## config.mk

```make
export PLATFORM = sky130hd
export DESIGN_NAME = gitm_queue
export DESIGN_NICKNAME = d
export VERILOG_FILES = /design/src/gitm_pkg.sv /design/src/gitm_queue.sv
export SDC_FILE = /design/constraint.sdc
export NUM_CORES = 1
export LEC_CHECK = 0
export BUFFER_PORTS_ARGS = -buffer_cell sky130_fd_sc_hd__buf_2
export CORE_ASPECT_RATIO = 0.7
export CORE_MARGIN = 1
export CORE_UTILIZATION = 50
export CTS_CLUSTER_SIZE = 12
export DETAILED_ROUTE_END_ITERATION = 16
export PLACE_DENSITY = 0.75
export SETUP_SLACK_MARGIN = 0.15
export SLEW_MARGIN = 20
export SYNTH_ARGS = -nofsm -noshare
export SYNTH_HDL_FRONTEND = slang
export SYNTH_SLANG_ARGS = --single-unit
```

## constraint.sdc

```tcl
create_clock -name clk -period 5.36 [get_ports clk]
set_input_delay 0.268 -clock clk [delete_from_list [all_inputs] [get_ports clk]]
set_output_delay 0.268 -clock clk [all_outputs]
set_load 0.02 [all_outputs]
```

## src/gitm_pkg.sv

```systemverilog
// Shared types, constants and arithmetic helpers of the grid texture mapper.
package gitm_pkg;

  // Default geometry
  localparam int BLOCKS_PER_SIDE_DEF   = 32;
  localparam int TEXTURE_SIDE_BITS_DEF = 7;

  // Block is always 8x8 pixels
  localparam int BLOCK_SIDE = 8;
  localparam int BLK_BITS   = 3;

  // Widest addresses over the parameter ranges (texture side 2^10, grid 129x129)
  localparam int TEX_AW_MAX  = 20;
  localparam int GRID_AW_MAX = 15;

  // Command queue between front and back
  localparam int QUEUE_DEPTH = 4;

  // Input opcodes
  localparam logic [1:0] OP_TEXEL  = 2'd0;
  localparam logic [1:0] OP_NODE   = 2'd1;
  localparam logic [1:0] OP_RENDER = 2'd2;

  // Register map
  localparam int         PADDR_W        = 2;
  localparam logic [1:0] CFG_SEAM_LIMIT = 2'd0;
  localparam logic [15:0] SEAM_RESET    = 16'd100;

  typedef enum logic [1:0] {
    CMD_TEXEL,
    CMD_NODE,
    CMD_RENDER
  } cmd_kind_t;

  typedef struct packed {
    cmd_kind_t               kind;
    logic [TEX_AW_MAX-1:0]   tex_addr;
    logic [7:0]              tex_value;
    logic [GRID_AW_MAX-1:0]  grid_addr;
    logic [31:0]             angle;
    logic [31:0]             depth;
  } cmd_t;

  typedef enum logic [3:0] {
    S_IDLE,
    S_RD_TL,
    S_RD_TR,
    S_RD_BL,
    S_RD_BR,
    S_CAP_BR,
    S_DIFF,
    S_STEP,
    S_ROW,
    S_PIX
  } back_state_t;

  // Signed divide by 8, rounding toward zero
  function automatic logic [31:0] div8(input logic [31:0] v);
    logic [31:0] t;
    t = v + {29'b0, {3{v[31]}}};
    return {{3{t[31]}}, t[31:3]};
  endfunction

  // Arithmetic shift right by 3
  function automatic logic [31:0] sar3(input logic [31:0] v);
    return {{3{v[31]}}, v[31:3]};
  endfunction

  // Keep cand unless it lies more than limit.0 (16.16) away from ref
  function automatic logic [31:0] seam_fix(input logic [31:0] cand,
                                           input logic [31:0] ref_val,
                                           input logic [15:0] limit);
    logic signed [33:0] d_fwd;
    logic signed [33:0] d_rev;
    logic signed [33:0] lim;
    d_fwd = $signed({{2{cand[31]}}, cand}) - $signed({{2{ref_val[31]}}, ref_val});
    d_rev = $signed({{2{ref_val[31]}}, ref_val}) - $signed({{2{cand[31]}}, cand});
    lim   = $signed({2'b00, limit, 16'b0});
    if ((d_fwd > lim) || (d_rev > lim)) return ref_val;
    return cand;
  endfunction

endpackage

```

## src/gitm_queue.sv

```systemverilog
// Short command queue decoupling the front end from the render engine.
module gitm_queue
  import gitm_pkg::*;
#(
  parameter int DEPTH = QUEUE_DEPTH
) (
  input  logic clk,
  input  logic rst,
  input  logic push_valid,
  output logic push_ready,
  input  cmd_t push_data,
  output logic pop_valid,
  input  logic pop,
  output cmd_t pop_data
);

  localparam int PW = (DEPTH > 1) ? $clog2(DEPTH) : 1;
  localparam int CW = $clog2(DEPTH + 1);

  cmd_t          slots [DEPTH];
  logic [PW-1:0] wr_ptr;
  logic [PW-1:0] rd_ptr;
  logic [CW-1:0] count;
  logic          do_push;
  logic          do_pop;

  assign push_ready = (count != CW'(DEPTH));
  assign pop_valid  = (count != '0);
  assign pop_data   = slots[rd_ptr];
  assign do_push    = push_valid && push_ready;
  assign do_pop     = pop && pop_valid;

  // Storage
  always_ff @(posedge clk) begin
    if (do_push) begin
      slots[wr_ptr] <= push_data;
    end
  end

  // Pointers and fill level
  always_ff @(posedge clk) begin
    if (rst) begin
      wr_ptr <= '0;
      rd_ptr <= '0;
      count  <= '0;
    end else begin
      if (do_push) wr_ptr <= (wr_ptr == PW'(DEPTH - 1)) ? '0 : wr_ptr + 1'b1;
      if (do_pop)  rd_ptr <= (rd_ptr == PW'(DEPTH - 1)) ? '0 : rd_ptr + 1'b1;
      count <= count + CW'(do_push) - CW'(do_pop);
    end
  end

endmodule

```

==> results.py <==
metrics = {
    "status": {
        "status": "complete, no violations",
    },
    "yosys": {
        "synth_cell_types": 28,
        "synth_area_mm2": 0.01616,
        "ys_seq_area_frac": 0.8211,
        "synth_commonest_cells": "436 x edfxtp_1, 109 x mux4_2, 11 x buf_2",
        "yosys_warnings": 0,
        "yosysMostFrequentCell": "edfxtp_1",
        "synth-edff-count": 436,
        "syn_avg_cell_area_um2": 26.16,
        "netlist.top_cell.by_area": "edfxtp_1",
        "async_reset_ff_frac": 0,
        "netlist_instances": 618,
        "synth_area_leaders": "edfxtp_1 81%, mux4_2 15%, dfxtp_1 1.1%, ha_1 0.54%, buf_2 0.34%",
        "syn_nets": 739,
        "synth_top_area_frac": 0.8100,
        "synth_seq_cells": 445,
        "synth_ff_type": "edfxtp_1",
    },
    "pwr": {
        "power_frac_comb": 0.235,
        "power_switching_w": 0.002570,
        "internal_power_w": 0.006709,
        "clockPowerShare": 0.285,
        "ir_drop_mv": 0.3344,
        "p_leak_nw": 6.774,
        "power_density_mw_per_mm2": 462.0,
        "total_power_w": 0.009278,
        "p_seq_frac": 0.481,
        "swShare": 0.2770,
    },
    "die": {
        "die_h_um": 152.4,
        "rows": 54,
        "dieArea_mm2": 0.03306,
        "coreArea_mm2": 0.03149,
        "start_util": 0.5134,
        "ios": 224,
        "die_x_um": 216.9,
    },
    "clocking": {
        "tritoncts": "done",
        "ctsResizeCount": 0,
        "clock-root-buffer": "clkbuf_16",
        "ctsHoldBuffers": 110,
        "numCtsBuffers": 43,
        "clock-sinks": 445,
        "clockBufferDepth": 3,
        "post_cts_buffers": 0,
        "clk_pin_slew_ns": 0.06,
        "htreeDepth": 2,
        "clock_latency_ns": 0.53,
    },
    "sta": {
        "fin_crit_sh": 0.5731,
        "timing_hold_violations_final": 0,
        "rsz0062_at_grt": "no",
        "fin_tns_setup_ns": 0,
        "slew_violations": 0,
        "worst_slew_pin_slew_ns": 0.9796,
        "maxSlewHeadroom": 0.3469,
        "timing.fmax_ghz": 0.3255,
        "setup_viol": 0,
        "fin_skew_ns": 0.009701,
        "finalCriticalPeriod_ns": 3.072,
    },
    "worst_setup_path": {
        "reg2reg_from": "count[1]",
        "cp_data_arrival_time_ns": 2.80,
        "slowest_delay_ns": 0.96,
        "cp_max_fo": 47,
        "worstPathRequired_ns": 5.09,
        "slowest_stage": "dfxtp_4",
        "startpoint_type": "flip-flop",
        "crit_family": "flip-flops",
        "crit_chain": "buf_4 -> mux4_2 -> buf_2",
        "cp-end-kind": "output port",
        "rr_endpoint": "count[2]",
        "ff2ff_setup_slack_ns": 2.79,
        "path_class": "flip-flop to output port",
        "reg2reg_depth": 10,
        "crit_buf_inv": 2,
    },
    "global_routing": {
        "antenna_found_initial": 2,
        "overflow": 0,
        "grt_max_degree": 110,
        "grt_pass1_wl_mm": 47.64,
        "grt_usage": 0.1908,
        "grt_pass1_vias": 8211,
    },
    "layout": {
        "num-fill-cells": 2084,
        "area.growth.synth_to_final_pct": 24.24,
        "fin_nets": 1101,
        "drive_gt1_frac": 0.3994,
        "final_cell_area_mm2": 0.02008,
    },
    "placed_design": {
        "portBuffers": 223,
        "place_area_mm2": 0.01780,
        "place.gp.congestion": 0.6932,
        "hpwl_mm": 17.68,
    },
    "detailed_routing": {
        "avgRoutedWirePerCell_um": 22.01,
        "viasPerCell": 5.431,
        "drcViolationCount": 0,
        "num_vias": 7685,
        "drtIter0Drc": 610,
        "wl_mm": 31.14,
        "ant_nets": 0,
        "firstDrtPassIters": 5,
    },
    "worst_hold_path": {
        "min_to": "wr_ptr[0]",
        "hold_start": "push_valid",
        "min_path_type": "input port to flip-flop",
        "hold_path_depth": 3,
    },
    "run": {
        "cap_violations": 0,
    },
}
[logic make-up after synthesis]
family	Yosys count	share of synthesized area
buffers and inverters	31	0.009985
AOI/OAI and AO/OA	4	0.001858
DFF	445	0.8211
xor gates and xnor gates	1	0.0005419
and+or+nand+nor	18	0.006735
muxes	111	0.1531
adders and majority gates	8	0.006657
[final cells by class]
class	count	area [µm²]	area share
Antenna cell	1	2.502	0.0001246
Clock buffer	57	1171	0.05832
Clock inverter	2	8.758	0.0004361
Inverter	5	18.77	0.0009346
Multi-Input combinational cell	142	2745	0.1367
Sequential cell	445	13280	0.6613
Tap cell	420	525.5	0.02617
Timing Repair Buffer	343	2330	0.1160
[worst max-delay path by stage]
stage,to,start,cells after the start,slack [ns]
floorplan,slots[0][0],count[1],3,2.79
global placement,pop_data[67],flip-flop,3,2.77
detailed placement,pop_data[99],flip-flop,3,2.75
CTS,pop_data[103],flip-flop,3,2.17
global route,pop_data[90],flip-flop,3,2.04
finish,pop_data[103],flip-flop,3,2.29
[through the flow]
stage | hold slack, ns | util | worst slack (ns) | instances
after global placement | 0.4797 | 0.5653 | 2.767 | 1245
after CTS | 0.1070 | 0.6377 | 2.168 | 1414
final | 0.1453 | 0.6378 | 2.288 | 1415
after detailed placement | 0.4837 | 0.5653 | 2.750 | 1245
after global routing | 0.1469 | 0.6378 | 2.042 | 1415
after floorplan | 0.3669 | - | 2.789 | 618
[tightest hold or removal path: stages]
cell	delay, ns
buf_2	0.15
a211o_1	0.16
o21ai_2	0.05
[sequential cells by signal (all words and copies together), names as in the netlist, named ones only]
| register | cells |
|---|---|
| count | 3 |
| wr_ptr | 2 |
| rd_ptr | 2 |
| slots | 436 |
[power groups by stage]
stage | Clock (W) | Sequential, W | Combinational, W
2_1_floorplan | 0 | 0.00441 | 0.00154
3_3_place_gp | 0 | 0.00451 | 0.00210
3_5_place_dp | 0 | 0.00454 | 0.00213
4_1_cts | 0.00270 | 0.00447 | 0.00220
5_1_grt | 0.00284 | 0.00450 | 0.00232
6_report | 0.00264 | 0.00446 | 0.00218
[per-layer routing]
metal | GRT usage | share of wire | vias to the layer above
li1 | - | - | 3370
met2 | 0.3065 | 0.49 | 262
met1 | 0.2606 | 0.42 | 4016
met3 | 0.05709 | 0.075 | 35
met5 | 0 | 0.00032 | -
met4 | 0.04292 | 0.011 | 2
[cell usage in the layout, fill, tap and decap left out]
cell type	netlist	routed
mux4_2	109	109
and3_4	0	4
dfxtp_4	0	2
clkinv_1	0	1
dlygate4sd3_1	0	110
nor3_1	1	1
nand2b_1	2	2
mux2i_1	2	2
and2_2	1	1
or3_2	1	1
buf_4	1	7
o31ai_1	1	1
a211o_1	1	1
or3b_1	1	1
dfxtp_1	9	7
o21ai_2	1	1
inv_1	5	5
diode_2	0	1
xor2_1	1	1
nor2b_1	1	1
clkbuf_1	10	12
or3_1	2	2
nand2_1	2	2
clkbuf_16	0	45
buf_12	0	3
edfxtp_1	436	436
nor2_1	3	3
a21oi_1	1	1
buf_2	11	223
fa_1	1	1
clkinv_2	0	1
ha_1	7	7
No activity file was read; power rests on OpenSTA's default activity.
