==> src/gitm_pkg.sv <==
// Shared types, constants and arithmetic helpers of the grid texture mapper.
package gitm_pkg;

  // Default geometry
  localparam int BLOCKS_PER_SIDE_DEF   = 32;
  localparam int TEXTURE_SIDE_BITS_DEF = 7;

  // Block is always 8x8 pixels
  localparam int BLOCK_SIDE = 8;
  localparam int BLK_BITS   = 3;

  // Widest addresses over the parameter ranges (texture side 2^10, grid 129x129)
  localparam int TEX_AW_MAX  = 20;
  localparam int GRID_AW_MAX = 15;

  // Command queue between front and back
  localparam int QUEUE_DEPTH = 4;

  // Input opcodes
  localparam logic [1:0] OP_TEXEL  = 2'd0;
  localparam logic [1:0] OP_NODE   = 2'd1;
  localparam logic [1:0] OP_RENDER = 2'd2;

  // Register map
  localparam int         PADDR_W        = 2;
  localparam logic [1:0] CFG_SEAM_LIMIT = 2'd0;
  localparam logic [15:0] SEAM_RESET    = 16'd100;

  typedef enum logic [1:0] {
    CMD_TEXEL,
    CMD_NODE,
    CMD_RENDER
  } cmd_kind_t;

  typedef struct packed {
    cmd_kind_t               kind;
    logic [TEX_AW_MAX-1:0]   tex_addr;
    logic [7:0]              tex_value;
    logic [GRID_AW_MAX-1:0]  grid_addr;
    logic [31:0]             angle;
    logic [31:0]             depth;
  } cmd_t;

  typedef enum logic [3:0] {
    S_IDLE,
    S_RD_TL,
    S_RD_TR,
    S_RD_BL,
    S_RD_BR,
    S_CAP_BR,
    S_DIFF,
    S_STEP,
    S_ROW,
    S_PIX
  } back_state_t;

  // Signed divide by 8, rounding toward zero
  function automatic logic [31:0] div8(input logic [31:0] v);
    logic [31:0] t;
    t = v + {29'b0, {3{v[31]}}};
    return {{3{t[31]}}, t[31:3]};
  endfunction

  // Arithmetic shift right by 3
  function automatic logic [31:0] sar3(input logic [31:0] v);
    return {{3{v[31]}}, v[31:3]};
  endfunction

  // Keep cand unless it lies more than limit.0 (16.16) away from ref
  function automatic logic [31:0] seam_fix(input logic [31:0] cand,
                                           input logic [31:0] ref_val,
                                           input logic [15:0] limit);
    logic signed [33:0] d_fwd;
    logic signed [33:0] d_rev;
    logic signed [33:0] lim;
    d_fwd = $signed({{2{cand[31]}}, cand}) - $signed({{2{ref_val[31]}}, ref_val});
    d_rev = $signed({{2{ref_val[31]}}, ref_val}) - $signed({{2{cand[31]}}, cand});
    lim   = $signed({2'b00, limit, 16'b0});
    if ((d_fwd > lim) || (d_rev > lim)) return ref_val;
    return cand;
  endfunction

endpackage

==> src/gitm_if.sv <==
// Valid/ready channel interfaces for input items and pixel results.
interface gitm_in_if;
  logic        valid;
  logic        ready;
  logic [1:0]  opcode;
  logic [13:0] texel_address;
  logic [7:0]  texel_value;
  logic [5:0]  node_row;
  logic [5:0]  node_col;
  logic signed [31:0] node_angle;
  logic signed [31:0] node_depth;
  logic [4:0]  block_row;
  logic [4:0]  block_col;

  modport source (
    output valid, opcode, texel_address, texel_value, node_row, node_col,
           node_angle, node_depth, block_row, block_col,
    input  ready
  );
  modport sink (
    input  valid, opcode, texel_address, texel_value, node_row, node_col,
           node_angle, node_depth, block_row, block_col,
    output ready
  );
endinterface


==> src/gitm_front.sv <==
// Front end: accepts input beats, decodes and range-checks them into commands.
module gitm_front
  import gitm_pkg::*;
#(
  parameter int BLOCKS_PER_SIDE   = BLOCKS_PER_SIDE_DEF,
  parameter int TEXTURE_SIDE_BITS = TEXTURE_SIDE_BITS_DEF
) (
  gitm_in_if.sink cmd_in,
  output logic    push_valid,
  input  logic    push_ready,
  output cmd_t    push_data
);

  localparam int TEX_AW    = 2 * TEXTURE_SIDE_BITS;
  localparam int GRID_SIDE = BLOCKS_PER_SIDE + 1;

  logic       keep;
  logic [7:0] blk_r;
  logic [7:0] blk_c;

  assign cmd_in.ready = push_ready;

  // Saturate the block position to the grid
  always_comb begin
    blk_r = {3'b0, cmd_in.block_row};
    blk_c = {3'b0, cmd_in.block_col};
    if (blk_r >= 8'(BLOCKS_PER_SIDE)) blk_r = 8'(BLOCKS_PER_SIDE - 1);
    if (blk_c >= 8'(BLOCKS_PER_SIDE)) blk_c = 8'(BLOCKS_PER_SIDE - 1);
  end

  // Classify the beat; node writes off the grid and the spare opcode are dropped
  always_comb begin
    keep                = 1'b0;
    push_data.kind      = CMD_TEXEL;
    push_data.tex_addr  = TEX_AW_MAX'(TEX_AW'(cmd_in.texel_address));
    push_data.tex_value = cmd_in.texel_value;
    push_data.grid_addr = '0;
    push_data.angle     = cmd_in.node_angle;
    push_data.depth     = cmd_in.node_depth;
    unique case (cmd_in.opcode)
      OP_TEXEL: begin
        keep = 1'b1;
      end
      OP_NODE: begin
        push_data.kind      = CMD_NODE;
        keep                = ({2'b0, cmd_in.node_row} < 8'(GRID_SIDE)) &&
                              ({2'b0, cmd_in.node_col} < 8'(GRID_SIDE));
        push_data.grid_addr = GRID_AW_MAX'(int'(cmd_in.node_row) * GRID_SIDE
                                           + int'(cmd_in.node_col));
      end
      OP_RENDER: begin
        push_data.kind      = CMD_RENDER;
        keep                = 1'b1;
        push_data.grid_addr = GRID_AW_MAX'(int'(blk_r) * GRID_SIDE + int'(blk_c));
      end
      default: begin
        keep = 1'b0;
      end
    endcase
  end

  assign push_valid = cmd_in.valid && keep;

endmodule

==> src/flat_wrapper.sv <==
// flat-port wrapper written by rule: the top's interface ports become plain ports
module gitm_front_flat import gitm_pkg::*;
#(
  parameter int BLOCKS_PER_SIDE   = BLOCKS_PER_SIDE_DEF,
  parameter int TEXTURE_SIDE_BITS = TEXTURE_SIDE_BITS_DEF
)
  (push_valid, push_ready, push_data, cmd_in_valid, cmd_in_opcode, cmd_in_texel_address, cmd_in_texel_value, cmd_in_node_row, cmd_in_node_col, cmd_in_node_angle, cmd_in_node_depth, cmd_in_block_row, cmd_in_block_col, cmd_in_ready);
  gitm_in_if cmd_in_i ();
  output logic push_valid;
  input  logic push_ready;
  output cmd_t push_data;
  input wire logic [$bits(cmd_in_i.valid)-1:0] cmd_in_valid;
  input wire logic [$bits(cmd_in_i.opcode)-1:0] cmd_in_opcode;
  input wire logic [$bits(cmd_in_i.texel_address)-1:0] cmd_in_texel_address;
  input wire logic [$bits(cmd_in_i.texel_value)-1:0] cmd_in_texel_value;
  input wire logic [$bits(cmd_in_i.node_row)-1:0] cmd_in_node_row;
  input wire logic [$bits(cmd_in_i.node_col)-1:0] cmd_in_node_col;
  input wire logic [$bits(cmd_in_i.node_angle)-1:0] cmd_in_node_angle;
  input wire logic [$bits(cmd_in_i.node_depth)-1:0] cmd_in_node_depth;
  input wire logic [$bits(cmd_in_i.block_row)-1:0] cmd_in_block_row;
  input wire logic [$bits(cmd_in_i.block_col)-1:0] cmd_in_block_col;
  output wire logic [$bits(cmd_in_i.ready)-1:0] cmd_in_ready;
  assign cmd_in_i.valid = cmd_in_valid;
  assign cmd_in_i.opcode = cmd_in_opcode;
  assign cmd_in_i.texel_address = cmd_in_texel_address;
  assign cmd_in_i.texel_value = cmd_in_texel_value;
  assign cmd_in_i.node_row = cmd_in_node_row;
  assign cmd_in_i.node_col = cmd_in_node_col;
  assign cmd_in_i.node_angle = cmd_in_node_angle;
  assign cmd_in_i.node_depth = cmd_in_node_depth;
  assign cmd_in_i.block_row = cmd_in_block_row;
  assign cmd_in_i.block_col = cmd_in_block_col;
  assign cmd_in_ready = cmd_in_i.ready;
  gitm_front #(.BLOCKS_PER_SIDE(BLOCKS_PER_SIDE), .TEXTURE_SIDE_BITS(TEXTURE_SIDE_BITS)) u_core (.cmd_in(cmd_in_i), .push_valid(push_valid), .push_ready(push_ready), .push_data(push_data));
endmodule
==> config.mk <==
export PLATFORM = sky130hd
export DESIGN_NAME = gitm_front_flat
export DESIGN_NICKNAME = d
export VERILOG_FILES = /design/src/gitm_pkg.sv /design/src/gitm_if.sv /design/src/gitm_front.sv /design/src/flat_wrapper.sv
export SDC_FILE = /design/constraint.sdc
export NUM_CORES = 1
export LEC_CHECK = 0
export ABC_CLOCK_PERIOD_IN_PS = 1900
export BUFFER_PORTS_ARGS = -buffer_cell sky130_fd_sc_hd__buf_4
export CORE_AREA = 2 2 86 88
export DETAILED_ROUTE_END_ITERATION = 6
export DIE_AREA = 0 0 88 90
export PLACE_DENSITY = 0.68
export SLEW_MARGIN = 5
export SYNTH_ARGS = -nofsm -noshare
export SYNTH_HDL_FRONTEND = slang
export SYNTH_SLANG_ARGS = --single-unit
==> constraint.sdc <==
create_clock -name vclk -period 1.9
set_clock_uncertainty 0.15 [all_clocks]
set_input_delay 0.095 -clock vclk [all_inputs]
set_output_delay 0.095 -clock vclk [all_outputs]
set_load 0.01 [all_outputs]
==> results.toml <==
[run_status]
status = "finished, violations left"
violations = "setup timing"

[job]
cap_violations = 0

[timing]
finalMaxSlewViolations = 0
setup_viol = 5
setup_tns_ps = -388
whs_ps = 40.0
hold_viol_final = 0
period_needed_ps = 2030
fmax_ghz = 0.493
period_share = 1.07
rsz0062_at_grt = "yes"
setup_ws_ps = -127

[floorplan]
die_x_um = 88
core_mm2 = 0.00702
dieArea_mm2 = 0.00792
start_util = 0.244
io_pins = 223
num_rows = 31
die_h_um = 90

[synth]
synth_top_area_share = 0.421
synth_cells = 231
yosys.area.top_type = "buf_4"
yosysSeqAreaShare = 0
synth.distinct_cells = 38
synth_area_leaders = "buf_4, ha_1, xor2_1, xnor2_1, inv_1"
syn-cell-area_mm2 = 0.00171
synth-warning-count = 0
synth.avg_cell_area_um2 = 7.41

[placed_design]
post-place-ws_ps = -352
routabilityCongestion = 0.841
numPortBuffers = 40
dp_hpwl_mm = 3.60

[cells_and_area]
area_delta_synth_final_pct = 7.09
layout-drive-gt1-share = 0.449
antenna_cells = 0
fin_util = 0.261
regArea_um2 = 0
nFillCells = 753
seq_cells = 0
clockBufferCount = 0
fin_nets = 343

[global_routing]
antenna_found_initial = 0
grt_pass1_vias = 1375
grt_max_degree = 9
grt_pass1_wl_mm = 6.71
track_usage = 0.103
grt.overflow.total = 0

[worst_setup_path]
path_max_fanout = 3
path_class = "in -> out"
cp-end-kind = "output pin"
crit_path_frequent_cell = "ha_4"
max_stage_delay_ps = 260
path_cells = "buf_8 > ha_4 > ha_4 > ha_4 > ha_4 > and3_4 > and2_4 > a31oi_4 > xnor2_2 > o22ai_2 > buf_4"
cp.arrival_ps = 1780
cp_slowest_cell = "ha_4"
cp.required_ps = 1650
worst_setup_path_start_kind = "primary input"

[detailed_routing]
route.detailed.drc = 0
dr.pass1.iters = 4
wire_per_inst_um = 14.5
routed_wl_mm = 4.45
viasPerCell = 4.51
drtAntennaViolNets = 0
detail_route.iter0.violations = 66
vias = 1380

[clocking]
ctsHoldBuffers = 0

[min_path]
worstHoldStart = "cmd_in_node_depth[23]"
min_path_type = "in -> out"
hold_depth = 0
min_to = "push_data[23]"

[pwr]
powerDensity_mw_per_mm2 = 270
peakVddDrop_mv = 0.0496
p_leak_uw = 0.000801
cells in the final DEF (no fill, tap or decap), types with 2 or more instances in the layout:
cell / count
buf_6: 2
xor2_1: 9
o21ai_2: 3
ha_4: 6
o21a_1: 2
buf_4: 61
o21ai_0: 3
nor2b_1: 2
xnor2_2: 2
nand2_1: 4
o22ai_1: 5
xnor2_1: 4
o211ai_1: 2
nand4_1: 2
o31a_1: 2
nor2_1: 8
ha_1: 13
a21oi_1: 5
nand2b_1: 3
or4_1: 2
conb_1: 9
and2_1: 3
nand3_1: 5
fa_2: 2
nand4b_1: 2
a21o_1: 3
a211oi_1: 2
inv_1: 10
o21ai_1: 5
through the flow:
stage | power [uW] | cell area [um2] | std cells
6_report | 495 | 1830 | 306
5_1_grt | 547 | 1830 | 306
4_1_cts | 468 | 1750 | 305
3_5_place_dp | 428 | 1620 | 303
3_3_place_gp | 424 | 1620 | 303
2_1_floorplan | 438 | 1760 | 239
metal layers:
layer,track usage,share of wire
met1,0.112,0.35
met2,0.177,0.50
met3,0.0257,0.084
met4,0.0628,0.064
met5,0,0
cell type report:
class / instances / area [um2] / area share
Tap cell: 99 / 124 / 0.0676
Timing Repair Buffer: 64 / 495 / 0.270
Inverter: 11 / 41.3 / 0.0225
Multi-Input combinational cell: 132 / 1170 / 0.640
synthesized netlist by cell type (all sizes together), types with 2 or more instances:
| cell | number |
|---|---|
| buf | 96 |
| ha | 20 |
| inv | 11 |
| o21ai | 11 |
| nor2 | 10 |
| xor2 | 9 |
| a21oi | 6 |
| nand3 | 6 |
| o22ai | 6 |
| xnor2 | 6 |
| nand2 | 5 |
| a211oi | 4 |
| and2 | 4 |
| nand2b | 4 |
| a21o | 3 |
| nor2b | 3 |
| fa | 2 |
| nand4 | 2 |
| nand4b | 2 |
| o211ai | 2 |
| o21a | 2 |
| o31a | 2 |
| or4 | 2 |
where the power goes:
part	total [uW]	internal [uW]	switching [uW]
Sequential	0	0	0
Combinational	495	251	244
Clock	0	0	0
Total	495	251	244
timing repair:
| item | 4_1_cts | 5_1_grt |
|---|---|---|
| setup buffers | 2 | 1 |
| resized for setup | 24 | 15 |
| setup endpoints to repair | 9 | 10 |
| pin swaps | 12 | 10 |
worst max-delay path, delay by kind of cell:
| family | cells | cell delay (ps) |
|---|---|---|
| AOI/OAI and AO/OA | 2 | 230 |
| xor gates and xnor gates | 1 | 150 |
| adders and majority gates | 4 | 720 |
| buffers and inverters | 2 | 250 |
| and+or+nand+nor | 2 | 330 |
worst max path at each step:
stage / to / startpoint / slack (ps)
after CTS: push_data[73] / cmd_in_node_row[0] / -170
after detailed placement: push_data[73] / cmd_in_node_row[0] / -350
after floorplan: push_data[72] / cmd_in_node_col[0] / 30
after global routing: push_data[72] / cmd_in_node_col[0] / -210
after global placement: push_data[73] / cmd_in_node_row[0] / -340
final: push_data[73] / cmd_in_node_row[0] / -130
kinds of logic (layout without fill, tap and decap cells):
kind of cell,Yosys count,after routing,synth area share
fa+ha+maj,22,22,0.170
simple gates,41,41,0.129
buf+inv,107,75,0.445
other cells,1,9,0.00219
compound gates,45,45,0.178
xor+xnor,15,15,0.0768
No activity file was read; power rests on OpenSTA's default activity.
